## src/rtl/fds_pkg.sv

```systemverilog
// Shared types and constants for the frame/draw statistics window.
// No dependencies; imported by every module of the block.
package fds_pkg;

  localparam int unsigned DATA_W     = 32;
  localparam int unsigned LEN_W      = 10;
  localparam int unsigned FPS_W      = 27;
  localparam int unsigned QUEUE_DEPTH = 2;
  localparam int unsigned QPTR_W     = (QUEUE_DEPTH > 1) ? $clog2(QUEUE_DEPTH) : 1;
  localparam int unsigned QCNT_W     = $clog2(QUEUE_DEPTH + 1);
  localparam int unsigned DIV_CNT_W  = $clog2(DATA_W);

  localparam logic [LEN_W-1:0]  WIN_LEN_RESET = LEN_W'(300);
  localparam logic [DATA_W-1:0] ALL_ONES      = {DATA_W{1'b1}};
  localparam int unsigned       FPS_SCALE     = 100000;

  typedef enum logic [1:0] {
    CMD_BEGIN   = 2'd0,
    CMD_PLAIN   = 2'd1,
    CMD_INDEXED = 2'd2,
    CMD_END     = 2'd3
  } fds_cmd_e;

  typedef enum logic [1:0] {
    ST_IDLE,
    ST_START,
    ST_DIV,
    ST_DONE
  } fds_state_e;

  // One closed frame, with the window snapshot taken at its end.
  typedef struct packed {
    logic [DATA_W-1:0] frame_index;
    logic [DATA_W-1:0] plain_draws;
    logic [DATA_W-1:0] indexed_draws;
    logic [DATA_W-1:0] duration_ms;
    logic              summary;
    logic [LEN_W-1:0]  win_frames;
    logic [DATA_W-1:0] win_duration_ms;
    logic [DATA_W-1:0] min_draws;
    logic [DATA_W-1:0] max_draws;
    logic [DATA_W-1:0] plain_sum;
    logic [DATA_W-1:0] indexed_sum;
  } fds_entry_t;

  typedef struct packed {
    logic full;
    logic empty;
  } fds_qstat_t;

endpackage

```

## src/rtl/fds_front.sv

```systemverilog
// Front end: takes events, keeps per-frame and per-window counters, and
// pushes one entry per frame end into the queue. Depends on fds_pkg.
module fds_front
  import fds_pkg::*;
(
  input  logic              clk_i,
  input  logic              rst_ni,
  input  logic              cfg_we_i,
  input  logic [LEN_W-1:0]  cfg_wdata_i,
  input  logic              in_valid_i,
  output logic              in_stall_o,
  input  logic [1:0]        cmd_i,
  input  logic [DATA_W-1:0] time_ms_i,
  input  fds_qstat_t        qstat_i,
  output logic              push_o,
  output fds_entry_t        entry_o
);

  logic [LEN_W-1:0]  win_len_q, win_len_d;
  logic [DATA_W-1:0] frames_seen_q, frames_seen_d;
  logic [DATA_W-1:0] plain_q, plain_d;
  logic [DATA_W-1:0] indexed_q, indexed_d;
  logic [DATA_W-1:0] frame_start_q, frame_start_d;
  logic [LEN_W-1:0]  win_frames_q, win_frames_d;
  logic [DATA_W-1:0] win_start_q, win_start_d;
  logic [DATA_W-1:0] plain_sum_q, plain_sum_d;
  logic [DATA_W-1:0] indexed_sum_q, indexed_sum_d;
  logic [DATA_W-1:0] min_q, min_d;
  logic [DATA_W-1:0] max_q, max_d;

  logic              accept;
  logic [DATA_W-1:0] draws;
  logic [LEN_W-1:0]  frames_inc;
  logic [DATA_W-1:0] plain_sum_inc;
  logic [DATA_W-1:0] indexed_sum_inc;
  logic [DATA_W-1:0] min_new;
  logic [DATA_W-1:0] max_new;
  logic [DATA_W-1:0] win_dt;
  logic              close;

  assign in_stall_o = qstat_i.full;
  assign accept     = in_valid_i && !in_stall_o;
  assign push_o     = accept && (cmd_i == CMD_END);

  assign draws           = plain_q + indexed_q;
  assign frames_inc      = win_frames_q + LEN_W'(1);
  assign plain_sum_inc   = plain_sum_q + plain_q;
  assign indexed_sum_inc = indexed_sum_q + indexed_q;
  assign min_new         = (draws < min_q) ? draws : min_q;
  assign max_new         = (draws > max_q) ? draws : max_q;
  assign close           = (frames_inc >= win_len_q);

  always_comb begin
    win_dt = time_ms_i - win_start_q;
    // a zero-length window counts as one millisecond
    if (win_dt == '0) begin
      win_dt = DATA_W'(1);
    end
  end

  always_comb begin
    entry_o.frame_index     = frames_seen_q;
    entry_o.plain_draws     = plain_q;
    entry_o.indexed_draws   = indexed_q;
    entry_o.duration_ms     = time_ms_i - frame_start_q;
    entry_o.summary         = close;
    entry_o.win_frames      = frames_inc;
    entry_o.win_duration_ms = win_dt;
    entry_o.min_draws       = min_new;
    entry_o.max_draws       = max_new;
    entry_o.plain_sum       = plain_sum_inc;
    entry_o.indexed_sum     = indexed_sum_inc;
  end

  always_comb begin
    win_len_d     = cfg_we_i ? cfg_wdata_i : win_len_q;
    frames_seen_d = frames_seen_q;
    plain_d       = plain_q;
    indexed_d     = indexed_q;
    frame_start_d = frame_start_q;
    win_frames_d  = win_frames_q;
    win_start_d   = win_start_q;
    plain_sum_d   = plain_sum_q;
    indexed_sum_d = indexed_sum_q;
    min_d         = min_q;
    max_d         = max_q;
    if (accept) begin
      unique case (cmd_i)
        CMD_BEGIN: begin
          // a frame begin before the first frame end restarts the window
          if (frames_seen_q == '0) begin
            win_frames_d  = '0;
            win_start_d   = time_ms_i;
            plain_sum_d   = '0;
            indexed_sum_d = '0;
            min_d         = ALL_ONES;
            max_d         = '0;
          end
          plain_d       = '0;
          indexed_d     = '0;
          frame_start_d = time_ms_i;
        end
        CMD_PLAIN: begin
          plain_d = plain_q + DATA_W'(1);
        end
        CMD_INDEXED: begin
          indexed_d = indexed_q + DATA_W'(1);
        end
        CMD_END: begin
          frames_seen_d = frames_seen_q + DATA_W'(1);
          if (close) begin
            win_frames_d  = '0;
            win_start_d   = time_ms_i;
            plain_sum_d   = '0;
            indexed_sum_d = '0;
            min_d         = ALL_ONES;
            max_d         = '0;
          end else begin
            win_frames_d  = frames_inc;
            plain_sum_d   = plain_sum_inc;
            indexed_sum_d = indexed_sum_inc;
            min_d         = min_new;
            max_d         = max_new;
          end
        end
        default: begin
          frames_seen_d = frames_seen_q;
        end
      endcase
    end
  end

  always_ff @(posedge clk_i or negedge rst_ni) begin
    if (!rst_ni) begin
      win_len_q     <= WIN_LEN_RESET;
      frames_seen_q <= '0;
      plain_q       <= '0;
      indexed_q     <= '0;
      frame_start_q <= '0;
      win_frames_q  <= '0;
      win_start_q   <= '0;
      plain_sum_q   <= '0;
      indexed_sum_q <= '0;
      min_q         <= ALL_ONES;
      max_q         <= '0;
    end else begin
      win_len_q     <= win_len_d;
      frames_seen_q <= frames_seen_d;
      plain_q       <= plain_d;
      indexed_q     <= indexed_d;
      frame_start_q <= frame_start_d;
      win_frames_q  <= win_frames_d;
      win_start_q   <= win_start_d;
      plain_sum_q   <= plain_sum_d;
      indexed_sum_q <= indexed_sum_d;
      min_q         <= min_d;
      max_q         <= max_d;
    end
  end

endmodule

```

## src/rtl/fds_queue.sv

```systemverilog
// Short FIFO of closed-frame entries between front and back end.
// Depends on fds_pkg.
module fds_queue
  import fds_pkg::*;
(
  input  logic       clk_i,
  input  logic       rst_ni,
  input  logic       push_i,
  input  fds_entry_t entry_i,
  input  logic       pop_i,
  output fds_entry_t head_o,
  output fds_qstat_t qstat_o
);

  fds_entry_t        entries_q [QUEUE_DEPTH];
  logic [QPTR_W-1:0] wr_ptr_q, wr_ptr_d;
  logic [QPTR_W-1:0] rd_ptr_q, rd_ptr_d;
  logic [QCNT_W-1:0] count_q, count_d;

  assign qstat_o.full  = (count_q == QCNT_W'(QUEUE_DEPTH));
  assign qstat_o.empty = (count_q == '0);
  assign head_o        = entries_q[rd_ptr_q];

  function automatic logic [QPTR_W-1:0] ptr_next(input logic [QPTR_W-1:0] p);
    ptr_next = (p == QPTR_W'(QUEUE_DEPTH - 1)) ? '0 : p + QPTR_W'(1);
  endfunction

  always_comb begin
    wr_ptr_d = push_i ? ptr_next(wr_ptr_q) : wr_ptr_q;
    rd_ptr_d = pop_i ? ptr_next(rd_ptr_q) : rd_ptr_q;
    count_d  = count_q;
    case ({push_i, pop_i})
      2'b10:   count_d = count_q + QCNT_W'(1);
      2'b01:   count_d = count_q - QCNT_W'(1);
      default: count_d = count_q;
    endcase
  end

  always_ff @(posedge clk_i or negedge rst_ni) begin
    if (!rst_ni) begin
      wr_ptr_q <= '0;
      rd_ptr_q <= '0;
      count_q  <= '0;
    end else begin
      wr_ptr_q <= wr_ptr_d;
      rd_ptr_q <= rd_ptr_d;
      count_q  <= count_d;
    end
  end

  always_ff @(posedge clk_i) begin
    if (push_i) begin
      entries_q[wr_ptr_q] <= entry_i;
    end
  end

  a_no_overflow: assert property (@(posedge clk_i) disable iff (!rst_ni)
    push_i && !pop_i |-> !qstat_o.full)
    else $error("queue push while full");

  a_no_underflow: assert property (@(posedge clk_i) disable iff (!rst_ni)
    pop_i |-> !qstat_o.empty)
    else $error("queue pop while empty");

  a_count_step: assert property (@(posedge clk_i) disable iff (!rst_ni)
    push_i && !pop_i |=> count_q == $past(count_q) + QCNT_W'(1))
    else $error("queue count did not follow push");

endmodule

```

## src/rtl/fds_div.sv

```systemverilog
// Restoring divider, one quotient bit per cycle.
// Depends on fds_pkg.
module fds_div
  import fds_pkg::*;
(
  input  logic              clk_i,
  input  logic              rst_ni,
  input  logic              start_i,
  input  logic [DATA_W-1:0] dividend_i,
  input  logic [DATA_W-1:0] divisor_i,
  output logic              busy_o,
  output logic [DATA_W-1:0] quotient_o
);

  logic                 busy_q, busy_d;
  logic [DIV_CNT_W-1:0] cnt_q, cnt_d;
  logic [DATA_W-1:0]    quo_q, quo_d;
  logic [DATA_W-1:0]    rem_q, rem_d;
  logic [DATA_W-1:0]    dsr_q, dsr_d;
  logic [DATA_W:0]      rem_shift;
  logic [DATA_W:0]      rem_sub;
  logic                 fits;

  assign rem_shift  = {rem_q, quo_q[DATA_W-1]};
  assign rem_sub    = rem_shift - {1'b0, dsr_q};
  assign fits       = (rem_shift >= {1'b0, dsr_q});
  assign busy_o     = busy_q;
  assign quotient_o = quo_q;

  always_comb begin
    busy_d = busy_q;
    cnt_d  = cnt_q;
    quo_d  = quo_q;
    rem_d  = rem_q;
    dsr_d  = dsr_q;
    if (start_i) begin
      busy_d = 1'b1;
      cnt_d  = DIV_CNT_W'(DATA_W - 1);
      quo_d  = dividend_i;
      rem_d  = '0;
      dsr_d  = divisor_i;
    end else if (busy_q) begin
      // shift the next dividend bit in; the quotient bit fills the vacated LSB
      rem_d = fits ? rem_sub[DATA_W-1:0] : rem_shift[DATA_W-1:0];
      quo_d = {quo_q[DATA_W-2:0], fits};
      cnt_d = cnt_q - DIV_CNT_W'(1);
      if (cnt_q == '0) begin
        busy_d = 1'b0;
      end
    end
  end

  always_ff @(posedge clk_i or negedge rst_ni) begin
    if (!rst_ni) begin
      busy_q <= 1'b0;
      cnt_q  <= '0;
    end else begin
      busy_q <= busy_d;
      cnt_q  <= cnt_d;
    end
  end

  always_ff @(posedge clk_i) begin
    quo_q <= quo_d;
    rem_q <= rem_d;
    dsr_q <= dsr_d;
  end

endmodule

```

## src/rtl/fds_back.sv

```systemverilog
// Back end: pops frame entries, runs the window divisions when a window
// closes, and holds the result in the output register. Depends on fds_pkg, fds_div.
module fds_back
  import fds_pkg::*;
(
  input  logic              clk_i,
  input  logic              rst_ni,
  input  fds_qstat_t        qstat_i,
  input  fds_entry_t        head_i,
  output logic              pop_o,
  output logic              out_valid_o,
  input  logic              out_stall_i,
  output logic [DATA_W-1:0] frame_index_o,
  output logic [DATA_W-1:0] frame_plain_draws_o,
  output logic [DATA_W-1:0] frame_indexed_draws_o,
  output logic [DATA_W-1:0] frame_duration_ms_o,
  output logic              summary_valid_o,
  output logic [LEN_W-1:0]  window_frames_o,
  output logic [DATA_W-1:0] window_duration_ms_o,
  output logic [FPS_W-1:0]  fps_hundredths_o,
  output logic [DATA_W-1:0] min_draws_o,
  output logic [DATA_W-1:0] max_draws_o,
  output logic [DATA_W-1:0] avg_plain_draws_o,
  output logic [DATA_W-1:0] avg_indexed_draws_o
);

  fds_state_e state_q, state_d;
  fds_entry_t work_q;
  logic       out_valid_q, out_valid_d;
  logic       load_out;
  logic       div_start;
  logic       div_busy;
  logic       out_free;
  logic       has_frames;

  logic [FPS_W-1:0]  fps_dividend;
  logic [DATA_W-1:0] frames_wide;
  logic              busy_fps, busy_plain, busy_indexed;
  logic [DATA_W-1:0] quo_fps, quo_plain, quo_indexed;

  assign out_free     = !out_valid_q || !out_stall_i;
  assign div_busy     = busy_fps || busy_plain || busy_indexed;
  assign frames_wide  = DATA_W'(work_q.win_frames);
  assign has_frames   = (work_q.win_frames != '0);
  assign fps_dividend = FPS_W'(work_q.win_frames) * FPS_W'(FPS_SCALE);

  fds_div u_div_fps (
    .clk_i      (clk_i),
    .rst_ni     (rst_ni),
    .start_i    (div_start),
    .dividend_i (DATA_W'(fps_dividend)),
    .divisor_i  (work_q.win_duration_ms),
    .busy_o     (busy_fps),
    .quotient_o (quo_fps)
  );

  fds_div u_div_plain (
    .clk_i      (clk_i),
    .rst_ni     (rst_ni),
    .start_i    (div_start),
    .dividend_i (work_q.plain_sum),
    .divisor_i  (frames_wide),
    .busy_o     (busy_plain),
    .quotient_o (quo_plain)
  );

  fds_div u_div_indexed (
    .clk_i      (clk_i),
    .rst_ni     (rst_ni),
    .start_i    (div_start),
    .dividend_i (work_q.indexed_sum),
    .divisor_i  (frames_wide),
    .busy_o     (busy_indexed),
    .quotient_o (quo_indexed)
  );

  // next state
  always_comb begin
    state_d = state_q;
    unique case (state_q)
      ST_IDLE: begin
        if (!qstat_i.empty) begin
          state_d = head_i.summary ? ST_START : ST_DONE;
        end
      end
      ST_START: state_d = ST_DIV;
      ST_DIV: begin
        if (!div_busy) begin
          state_d = ST_DONE;
        end
      end
      ST_DONE: begin
        if (out_free) begin
          state_d = ST_IDLE;
        end
      end
      default: state_d = ST_IDLE;
    endcase
  end

  // state outputs
  always_comb begin
    pop_o     = 1'b0;
    div_start = 1'b0;
    load_out  = 1'b0;
    unique case (state_q)
      ST_IDLE:  pop_o     = !qstat_i.empty;
      ST_START: div_start = 1'b1;
      ST_DIV:   pop_o     = 1'b0;
      ST_DONE:  load_out  = out_free;
      default:  pop_o     = 1'b0;
    endcase
  end

  always_comb begin
    out_valid_d = out_valid_q;
    if (load_out) begin
      out_valid_d = 1'b1;
    end else if (!out_stall_i) begin
      out_valid_d = 1'b0;
    end
  end

  always_ff @(posedge clk_i or negedge rst_ni) begin
    if (!rst_ni) begin
      state_q     <= ST_IDLE;
      out_valid_q <= 1'b0;
    end else begin
      state_q     <= state_d;
      out_valid_q <= out_valid_d;
    end
  end

  always_ff @(posedge clk_i) begin
    if (pop_o) begin
      work_q <= head_i;
    end
  end

  // zero every summary field unless this frame closed a window
  always_ff @(posedge clk_i) begin
    if (load_out) begin
      frame_index_o         <= work_q.frame_index;
      frame_plain_draws_o   <= work_q.plain_draws;
      frame_indexed_draws_o <= work_q.indexed_draws;
      frame_duration_ms_o   <= work_q.duration_ms;
      summary_valid_o       <= work_q.summary;
      if (work_q.summary) begin
        window_frames_o      <= work_q.win_frames;
        window_duration_ms_o <= work_q.win_duration_ms;
        fps_hundredths_o     <= quo_fps[FPS_W-1:0];
        min_draws_o          <= work_q.min_draws;
        max_draws_o          <= work_q.max_draws;
        avg_plain_draws_o    <= has_frames ? quo_plain : '0;
        avg_indexed_draws_o  <= has_frames ? quo_indexed : '0;
      end else begin
        window_frames_o      <= '0;
        window_duration_ms_o <= '0;
        fps_hundredths_o     <= '0;
        min_draws_o          <= '0;
        max_draws_o          <= '0;
        avg_plain_draws_o    <= '0;
        avg_indexed_draws_o  <= '0;
      end
    end
  end

  assign out_valid_o = out_valid_q;

endmodule

```

## src/rtl/frame_draw_statistics_window.sv

```systemverilog
// Frame and draw statistics window: top level. Instantiates fds_front,
// fds_queue and fds_back; depends on fds_pkg.
//
// Every event item (frame begin, plain draw, indexed draw, frame end) is
// accepted by the front end unless stalled; it keeps all frame and window
// counters; a stall appears only while the two-entry frame queue is full.
// Each frame end gives one result item. The back end sends a frame that does
// not close a window straight to its output state; for one that does, it first
// runs three restoring dividers side by side at one quotient bit per cycle
// (frame rate and both draw averages). The result sits in an output
// register, so the back end takes the next queued frame while a finished
// result still waits. The window length register takes effect on the next
// frame end and resets to 300 frames.
module frame_draw_statistics_window
  import fds_pkg::*;
(
  input  logic              clk_i,
  input  logic              rst_ni,
  input  logic              cfg_we_i,
  input  logic [LEN_W-1:0]  cfg_wdata_i,
  input  logic              in_valid_i,
  output logic              in_stall_o,
  input  logic [1:0]        cmd_i,
  input  logic [DATA_W-1:0] time_ms_i,
  output logic              out_valid_o,
  input  logic              out_stall_i,
  output logic [DATA_W-1:0] frame_index_o,
  output logic [DATA_W-1:0] frame_plain_draws_o,
  output logic [DATA_W-1:0] frame_indexed_draws_o,
  output logic [DATA_W-1:0] frame_duration_ms_o,
  output logic              summary_valid_o,
  output logic [LEN_W-1:0]  window_frames_o,
  output logic [DATA_W-1:0] window_duration_ms_o,
  output logic [FPS_W-1:0]  fps_hundredths_o,
  output logic [DATA_W-1:0] min_draws_o,
  output logic [DATA_W-1:0] max_draws_o,
  output logic [DATA_W-1:0] avg_plain_draws_o,
  output logic [DATA_W-1:0] avg_indexed_draws_o
);

  fds_qstat_t qstat;
  fds_entry_t push_entry;
  fds_entry_t head_entry;
  logic       push;
  logic       pop;

  fds_front u_front (
    .clk_i       (clk_i),
    .rst_ni      (rst_ni),
    .cfg_we_i    (cfg_we_i),
    .cfg_wdata_i (cfg_wdata_i),
    .in_valid_i  (in_valid_i),
    .in_stall_o  (in_stall_o),
    .cmd_i       (cmd_i),
    .time_ms_i   (time_ms_i),
    .qstat_i     (qstat),
    .push_o      (push),
    .entry_o     (push_entry)
  );

  fds_queue u_queue (
    .clk_i   (clk_i),
    .rst_ni  (rst_ni),
    .push_i  (push),
    .entry_i (push_entry),
    .pop_i   (pop),
    .head_o  (head_entry),
    .qstat_o (qstat)
  );

  fds_back u_back (
    .clk_i                 (clk_i),
    .rst_ni                (rst_ni),
    .qstat_i               (qstat),
    .head_i                (head_entry),
    .pop_o                 (pop),
    .out_valid_o           (out_valid_o),
    .out_stall_i           (out_stall_i),
    .frame_index_o         (frame_index_o),
    .frame_plain_draws_o   (frame_plain_draws_o),
    .frame_indexed_draws_o (frame_indexed_draws_o),
    .frame_duration_ms_o   (frame_duration_ms_o),
    .summary_valid_o       (summary_valid_o),
    .window_frames_o       (window_frames_o),
    .window_duration_ms_o  (window_duration_ms_o),
    .fps_hundredths_o      (fps_hundredths_o),
    .min_draws_o           (min_draws_o),
    .max_draws_o           (max_draws_o),
    .avg_plain_draws_o     (avg_plain_draws_o),
    .avg_indexed_draws_o   (avg_indexed_draws_o)
  );

endmodule

```

## config.mk

```make
export PLATFORM = sky130hd
export DESIGN_NAME = frame_draw_statistics_window
export DESIGN_NICKNAME = d
export VERILOG_FILES = /design/src/rtl/fds_pkg.sv /design/src/rtl/fds_front.sv /design/src/rtl/fds_queue.sv /design/src/rtl/fds_div.sv /design/src/rtl/fds_back.sv /design/src/rtl/frame_draw_statistics_window.sv
export SDC_FILE = /design/constraint.sdc
export NUM_CORES = 2
export LEC_CHECK = 0
export BUFFER_PORTS_ARGS = -buffer_cell sky130_fd_sc_hd__buf_2
export CORE_AREA = 2 2 620 437
export DETAILED_ROUTE_END_ITERATION = 7
export DIE_AREA = 0 0 622 439
export MAX_ROUTING_LAYER = met4
export PLACE_DENSITY_LB_ADDON = 0.15
export SLEW_MARGIN = 20
export SYNTH_ARGS = -nofsm -noshare
export SYNTH_HDL_FRONTEND = slang
export SYNTH_SLANG_ARGS = --single-unit
```

## constraint.sdc

```tcl
create_clock -name clk_i -period 55.4 [get_ports clk_i]
set_input_delay 2.77 -clock clk_i [delete_from_list [all_inputs] [get_ports clk_i]]
set_output_delay 2.77 -clock clk_i [all_outputs]
set_load 0.01 [all_outputs]
```

# After elaboration in Yosys (flattened, before gate mapping)
# Memories as Yosys holds them, arrays and structs flattened.
# Index checks and enable logic that the tools add are counted.
# word_totals
register_bits	1192
latch_bits	0
ram_bits	598
rom_bits	0
inputBits	49
output_inout_bits	328
elab_cells	189
memories	1
# op_classes
add_sub_neg	19
n_mul	1
div_mod_pow	0
n_lt_le_gt_ge	6
n_eq_ne	15
shifts	0
mux	60
bitwise_logic	0
n_reduce_logical	33
# mem_list
memory	depth	width	read_ports	rd_ports_with_merged_regs	wr	line	rtl
u_queue.entries_q	2	299	1	0	1	fds_queue.sv:15	fds_entry_t entries_q [QUEUE_DEPTH];
# ops
op	n
$mux W32	18
$pmux W32 S2	7
$add A32 B1 Y32 const B	3
$add A32 B32 Y32	3
$sub A32 B32 Y32	3
$ge A33 B10 Y1	2
$logic_not A32 Y1	2
$sub A32 B10 Y32	2
$mux W27	2
$ge A33 B32 Y1	1
$gt A32 B32 Y1	1
$lt A32 B32 Y1	1
$mux W5	6
$mul A10 B12 Y22 const B	1
$mux W10	2
$pmux W10 S2	1
$mux W1	18
$logic_not A5 Y1	3
$sub A5 B1 Y5 const B	3
$reduce_bool A2 Y1	7
$eq A2 B2 Y1 const B	6
$add A10 B1 Y10 const B	1
$ge A10 B10 Y1	1
$reduce_and A2 Y1	5
16 further kinds	35

# Longest topological paths before layout
# logic_depth
depth_word	6
ltp_mapped	26
mapped_depth_nobuf	24

# By module
# Synthesis repeated with hierarchy kept, for this count alone.
# unflattened
cells_unflattened	6513
hier_area_um2	86127.6
# by_module_without_submodules
mod	instances	cells_each	area_per_inst_um2
fds_front	1	2686	23621.4
fds_back	1	1110	22469.0
fds_queue	1	946	21949.8
fds_div (u_back.u_div_plain)	1	644	6333.6
fds_div (u_back.u_div_indexed)	1	569	5914.4
fds_div (u_back.u_div_fps)	1	558	5839.4

# Least setup slack after synthesis
# Ideal clock, no wire load.
# synth_timing
path_kind	input port to flip-flop
start	input out_stall_i
end	register u_back.avg_indexed_draws_o[0] (enable)
t_arrival_ns	26.204
required_ns	53.892
slack_ns	27.688
path_stages	1
cell_sequence	a21boi_0
# synth_between
elab_chain_len	3
# synth_rtl
item	line	rtl
from (decl)	frame_draw_statistics_window.sv:26	input logic out_stall_i,
$logic_not A1 Y1	fds_back.sv:41	assign out_free = !out_valid_q || !out_stall_i;
$logic_or A1 B1 Y1	fds_back.sv:41	
$mux W1	fds_back.sv:106	unique case (state_q)
to (signal assigned)	fds_back.sv:155	avg_indexed_draws_o <= has_frames ? quo_indexed : '0;
to (decl)	fds_back.sv:24	output logic [DATA_W-1:0] avg_indexed_draws_o
# Every way passes these cells.
# A chain may end at the register's enable or synchronous reset.

# Worst setup path in the final report
# layout_timing
start	register u_front.plain_q[7]
end	register u_front.max_q[2]
# layout_between
elab_chain_len	5
# layout_rtl
item	line	rtl
from (decl)	fds_front.sv:21	logic [DATA_W-1:0] plain_q, plain_d;
from (signal assigned)	fds_front.sv:149	plain_q <= plain_d;
$add A32 B32 Y32	fds_front.sv:45	assign draws = plain_q + indexed_q;
$gt A32 B32 Y1	fds_front.sv:50	assign max_new = (draws > max_q) ? draws : max_q;
$mux W32	fds_front.sv:50	
$mux W32	fds_front.sv:111	if (close) begin
$pmux W32 S2	fds_front.sv:88	unique case (cmd_i)
to (signal assigned)	fds_front.sv:157	max_q <= max_d;
to (decl)	fds_front.sv:29	logic [DATA_W-1:0] max_q, max_d;
# Every way passes these cells.

==> impl_metrics.json <==
{
  "status": "completed",
  "hp-class": "flop to flop",
  "crit_type": "flop to flop",
  "synth_edf_count": 1351,
  "grt_pass1_wl_um": 315000,
  "rsz0062_at_grt": "false",
  "final-hold-violation-count": 0,
  "drtAntennaViolNets": 0,
  "top_register": "u_queue.entries_q",
  "syn-mean-instance-area_sq_um": 13.7,
  "post_cts_buffers": 0,
  "r2r_setup_slack_ns": 48.42,
  "grt-ovfl-total": 0,
  "numCtsBuffers": 197,
  "finalCritPeriodShare": 0.126,
  "busiest_layer": "met2",
  "r2r-end": "u_front.max_q[2]",
  "place_inst": 9631,
  "cts_resized": 0,
  "final_layout_size_suffix_gt1_frac": 0.200,
  "min-delay-start": "u_back.work_q[289]",
  "clockBufferDepth": 4,
  "use_met3": 0.0239,
  "cts_hold_buf": 0,
  "hold_slack_ns": 0.410,
  "met2_usage": 0.230,
  "cts.sinks": 1790,
  "start_util": 0.299,
  "dieArea_sq_um": 273000,
  "critPathLaunch": "u_front.plain_q[7]",
  "io_pins": 377,
  "wire_per_inst_um": 21.2,
  "end_kind": "flop",
  "drv_cap": 0,
  "hold_end": "u_back.frame_index_o[22]",
  "track_usage": 0.157,
  "area_growth_pct": 15.8,
  "holdPathStages": 0,
  "cts_tree": "yes",
  "gp_congestion": 0.837,
  "arrival_ns": 7.79,
  "grt_max_degree": 150,
  "cts_max_level": 4,
  "antenna_found_initial": 22,
  "drt-initial-drc-count": 3141,
  "first_global_vias": 47100,
  "fin_nets": 6741,
  "dr.pass1.iters": 5,
  "synthCells": 5823,
  "synth_top_flop_cell": "edfxtp_1",
  "fin_skew_ns": 0.0860,
  "rows": 159,
  "fin_crit_ns": 6.98,
  "dpl.hpwl_um": 145000,
  "finalSetupViolCount": 0,
  "worstMarginPinSlew_ns": 1.15,
  "ir_worst_vdd_v": 0.0000554,
  "max_slew_margin": 0.235,
  "timing.rr.start": "u_front.plain_q[7]",
  "num_vias": 46900,
  "die_w_um": 622,
  "largest_register_ffs": 598,
  "root_buffer": "clkbuf_16",
  "slew_violations": 0,
  "synth-async-reset-ratio": 0.186,
  "dieHeight_um": 439,
  "cp.required_ns": 56.21,
  "post_layout_nonfiller_instances": 9997,
  "synth-seq-cells": 1790,
  "port_buffers": 376,
  "largestRegisters": "u_queue.entries_q: 598 flops, u_back.work_q: 289 flops",
  "rr_worst_depth": 25,
  "path_max_fanout": 26,
  "fin_setup_tns_ns": 0,
  "via_per_inst": 4.69,
  "p_per_area_nw_per_um2": 57.9,
  "core_sq_um": 267000,
  "fmax_mhz": 143,
  "totalWireLength_um": 212000,
  "drc_errors": 0,
  "ys_types": 82,
  "clkSlewWorstSetupHoldPaths_ns": 0.07,
  "synth_area_sq_um": 79900,
  "grtUsageMet1": 0.226,
  "yosysSeqAreaShare": 0.639,
  "syn-num-nets": 6276,
  "startpoint_type": "flop",
  "yosysWarnings": 0,
  "p_leak_nw": 37.1,
  "insertion_delay_ns": 0.89
}
-- metal layers --
metal  up-vias  wire (um)
li1      22400          -
met1     23400     105000
met2       815      92400
met3       311       8820
met4         0       5100
met5         -          0
-- cells in the final DEF (no fill, tap or decap), types with 53 or more instances in the layout --
master        n
xor2_1      131
nor3_1       61
mux2_2      456
edfxtp_1   1351
buf_2       375
o21ai_0     217
ha_1        377
a21oi_1     201
nor2_1      280
clkbuf_1     57
and3_1       53
a21o_1      129
buf_4        71
nand3_1      86
dfrtp_1     294
inv_1       322
a211oi_1     69
clkbuf_16   202
dfxtp_1     106
and2_1      208
xnor2_1     199
a22o_1       91
nand2_1     342
-- critical path, cell delays in order, from the launching register on --
cell and delay, ns:
dfrtp_1 0.50, ha_1 0.42, a21oi_1 0.10, o21ai_0 0.35, a21oi_1 0.16, a21oi_1 0.25, o22ai_1 0.19, o41ai_1 0.76
nand3_1 0.15, nand2_1 0.10, a21oi_1 0.08, xnor2_1 0.56, ha_1 0.38, a21o_1 0.17, a21oi_1 0.14, nor2b_1 0.06
o21ai_0 0.16, nand2b_1 0.07, a21oi_1 0.14, nor2b_1 0.05, o21ai_0 0.14, a22o_1 0.51, buf_4 0.46, a21o_1 0.41
buf_4 0.37, a22o_1 0.20
-- Yosys cell counts, drive strengths merged, types with 19 or more instances --
cell	count	area share
a211oi	69	0.0065
a21o	129	0.012
a21oi	203	0.013
a22o	91	0.010
a311oi	19	0.0021
a31oi	26	0.0022
and2	208	0.016
and3	54	0.0042
clkbuf	171	0.0080
dfrtp	297	0.093
dfstp	36	0.012
dfxtp	106	0.027
edfxtp	1351	0.51
fa	26	0.0065
ha	378	0.059
inv	323	0.015
mux2	456	0.064
mux2i	48	0.0060
nand2	344	0.016
nand2b	47	0.0037
nand3	87	0.0055
nand4	43	0.0034
nor2	288	0.014
nor2b	42	0.0033
nor3	65	0.0043
nor4	24	0.0019
o21a	40	0.0038
o21ai	225	0.014
o21bai	28	0.0026
or2	19	0.0015
or3	38	0.0031
xnor2	199	0.022
xor2	131	0.014
-- logic make-up after synthesis --
group	count (synthesis)	synth area share
buf+inv	509	0.0242
simple gates	1304	0.0818
compound gates	982	0.0825
xor+xnor	330	0.0362
flops	1790	0.639
mux	504	0.0703
fa+ha+maj	404	0.0657
-- through the flow --
step	total power [W]	worst slack, ns	util	instance area (sq um)
3_3_place_gp	0.00411	48.28	0.323	86200
6_report	0.00535	48.42	0.346	92500
2_1_floorplan	0.00360	27.69	-	79900
3_5_place_dp	0.00411	48.47	0.323	86200
4_1_cts	0.00545	48.41	0.346	92500
5_1_grt	0.00574	47.84	0.346	92500
-- power breakdown --
| part | switching (W) | leakage [nW] | internal (W) |
|---|---|---|---|
| Combinational | 0.00116 | 15.8 | 0.000792 |
| Clock | 0.000549 | 3.03 | 0.000740 |
| Sequential | 0.000178 | 18.3 | 0.00194 |
| Total | 0.00188 | 37.1 | 0.00347 |
-- worst max-delay path by stage --
stage	to	slack, ns	cells after the start
2_1_floorplan	u_back.avg_indexed_draws_o[0]	27.69	1
3_3_place_gp	u_front.min_q[20]	48.28	22
3_5_place_dp	u_front.max_q[11]	48.47	25
4_1_cts	u_front.max_q[6]	48.41	25
5_1_grt	u_front.max_q[8]	47.84	25
6_report	u_front.max_q[2]	48.42	25
-- final cells by class --
type	instances	area, sq um
flip-flops and latches	1790	51100
diodes	8	20.0
inverters	324	1220
clock inverters	85	749
well taps	3542	4430
clock buffers	273	5460
multi-input cells	3524	27000
fillers	26000	175000
repair buffers	451	2500
No activity file was read; power rests on OpenSTA's default activity.
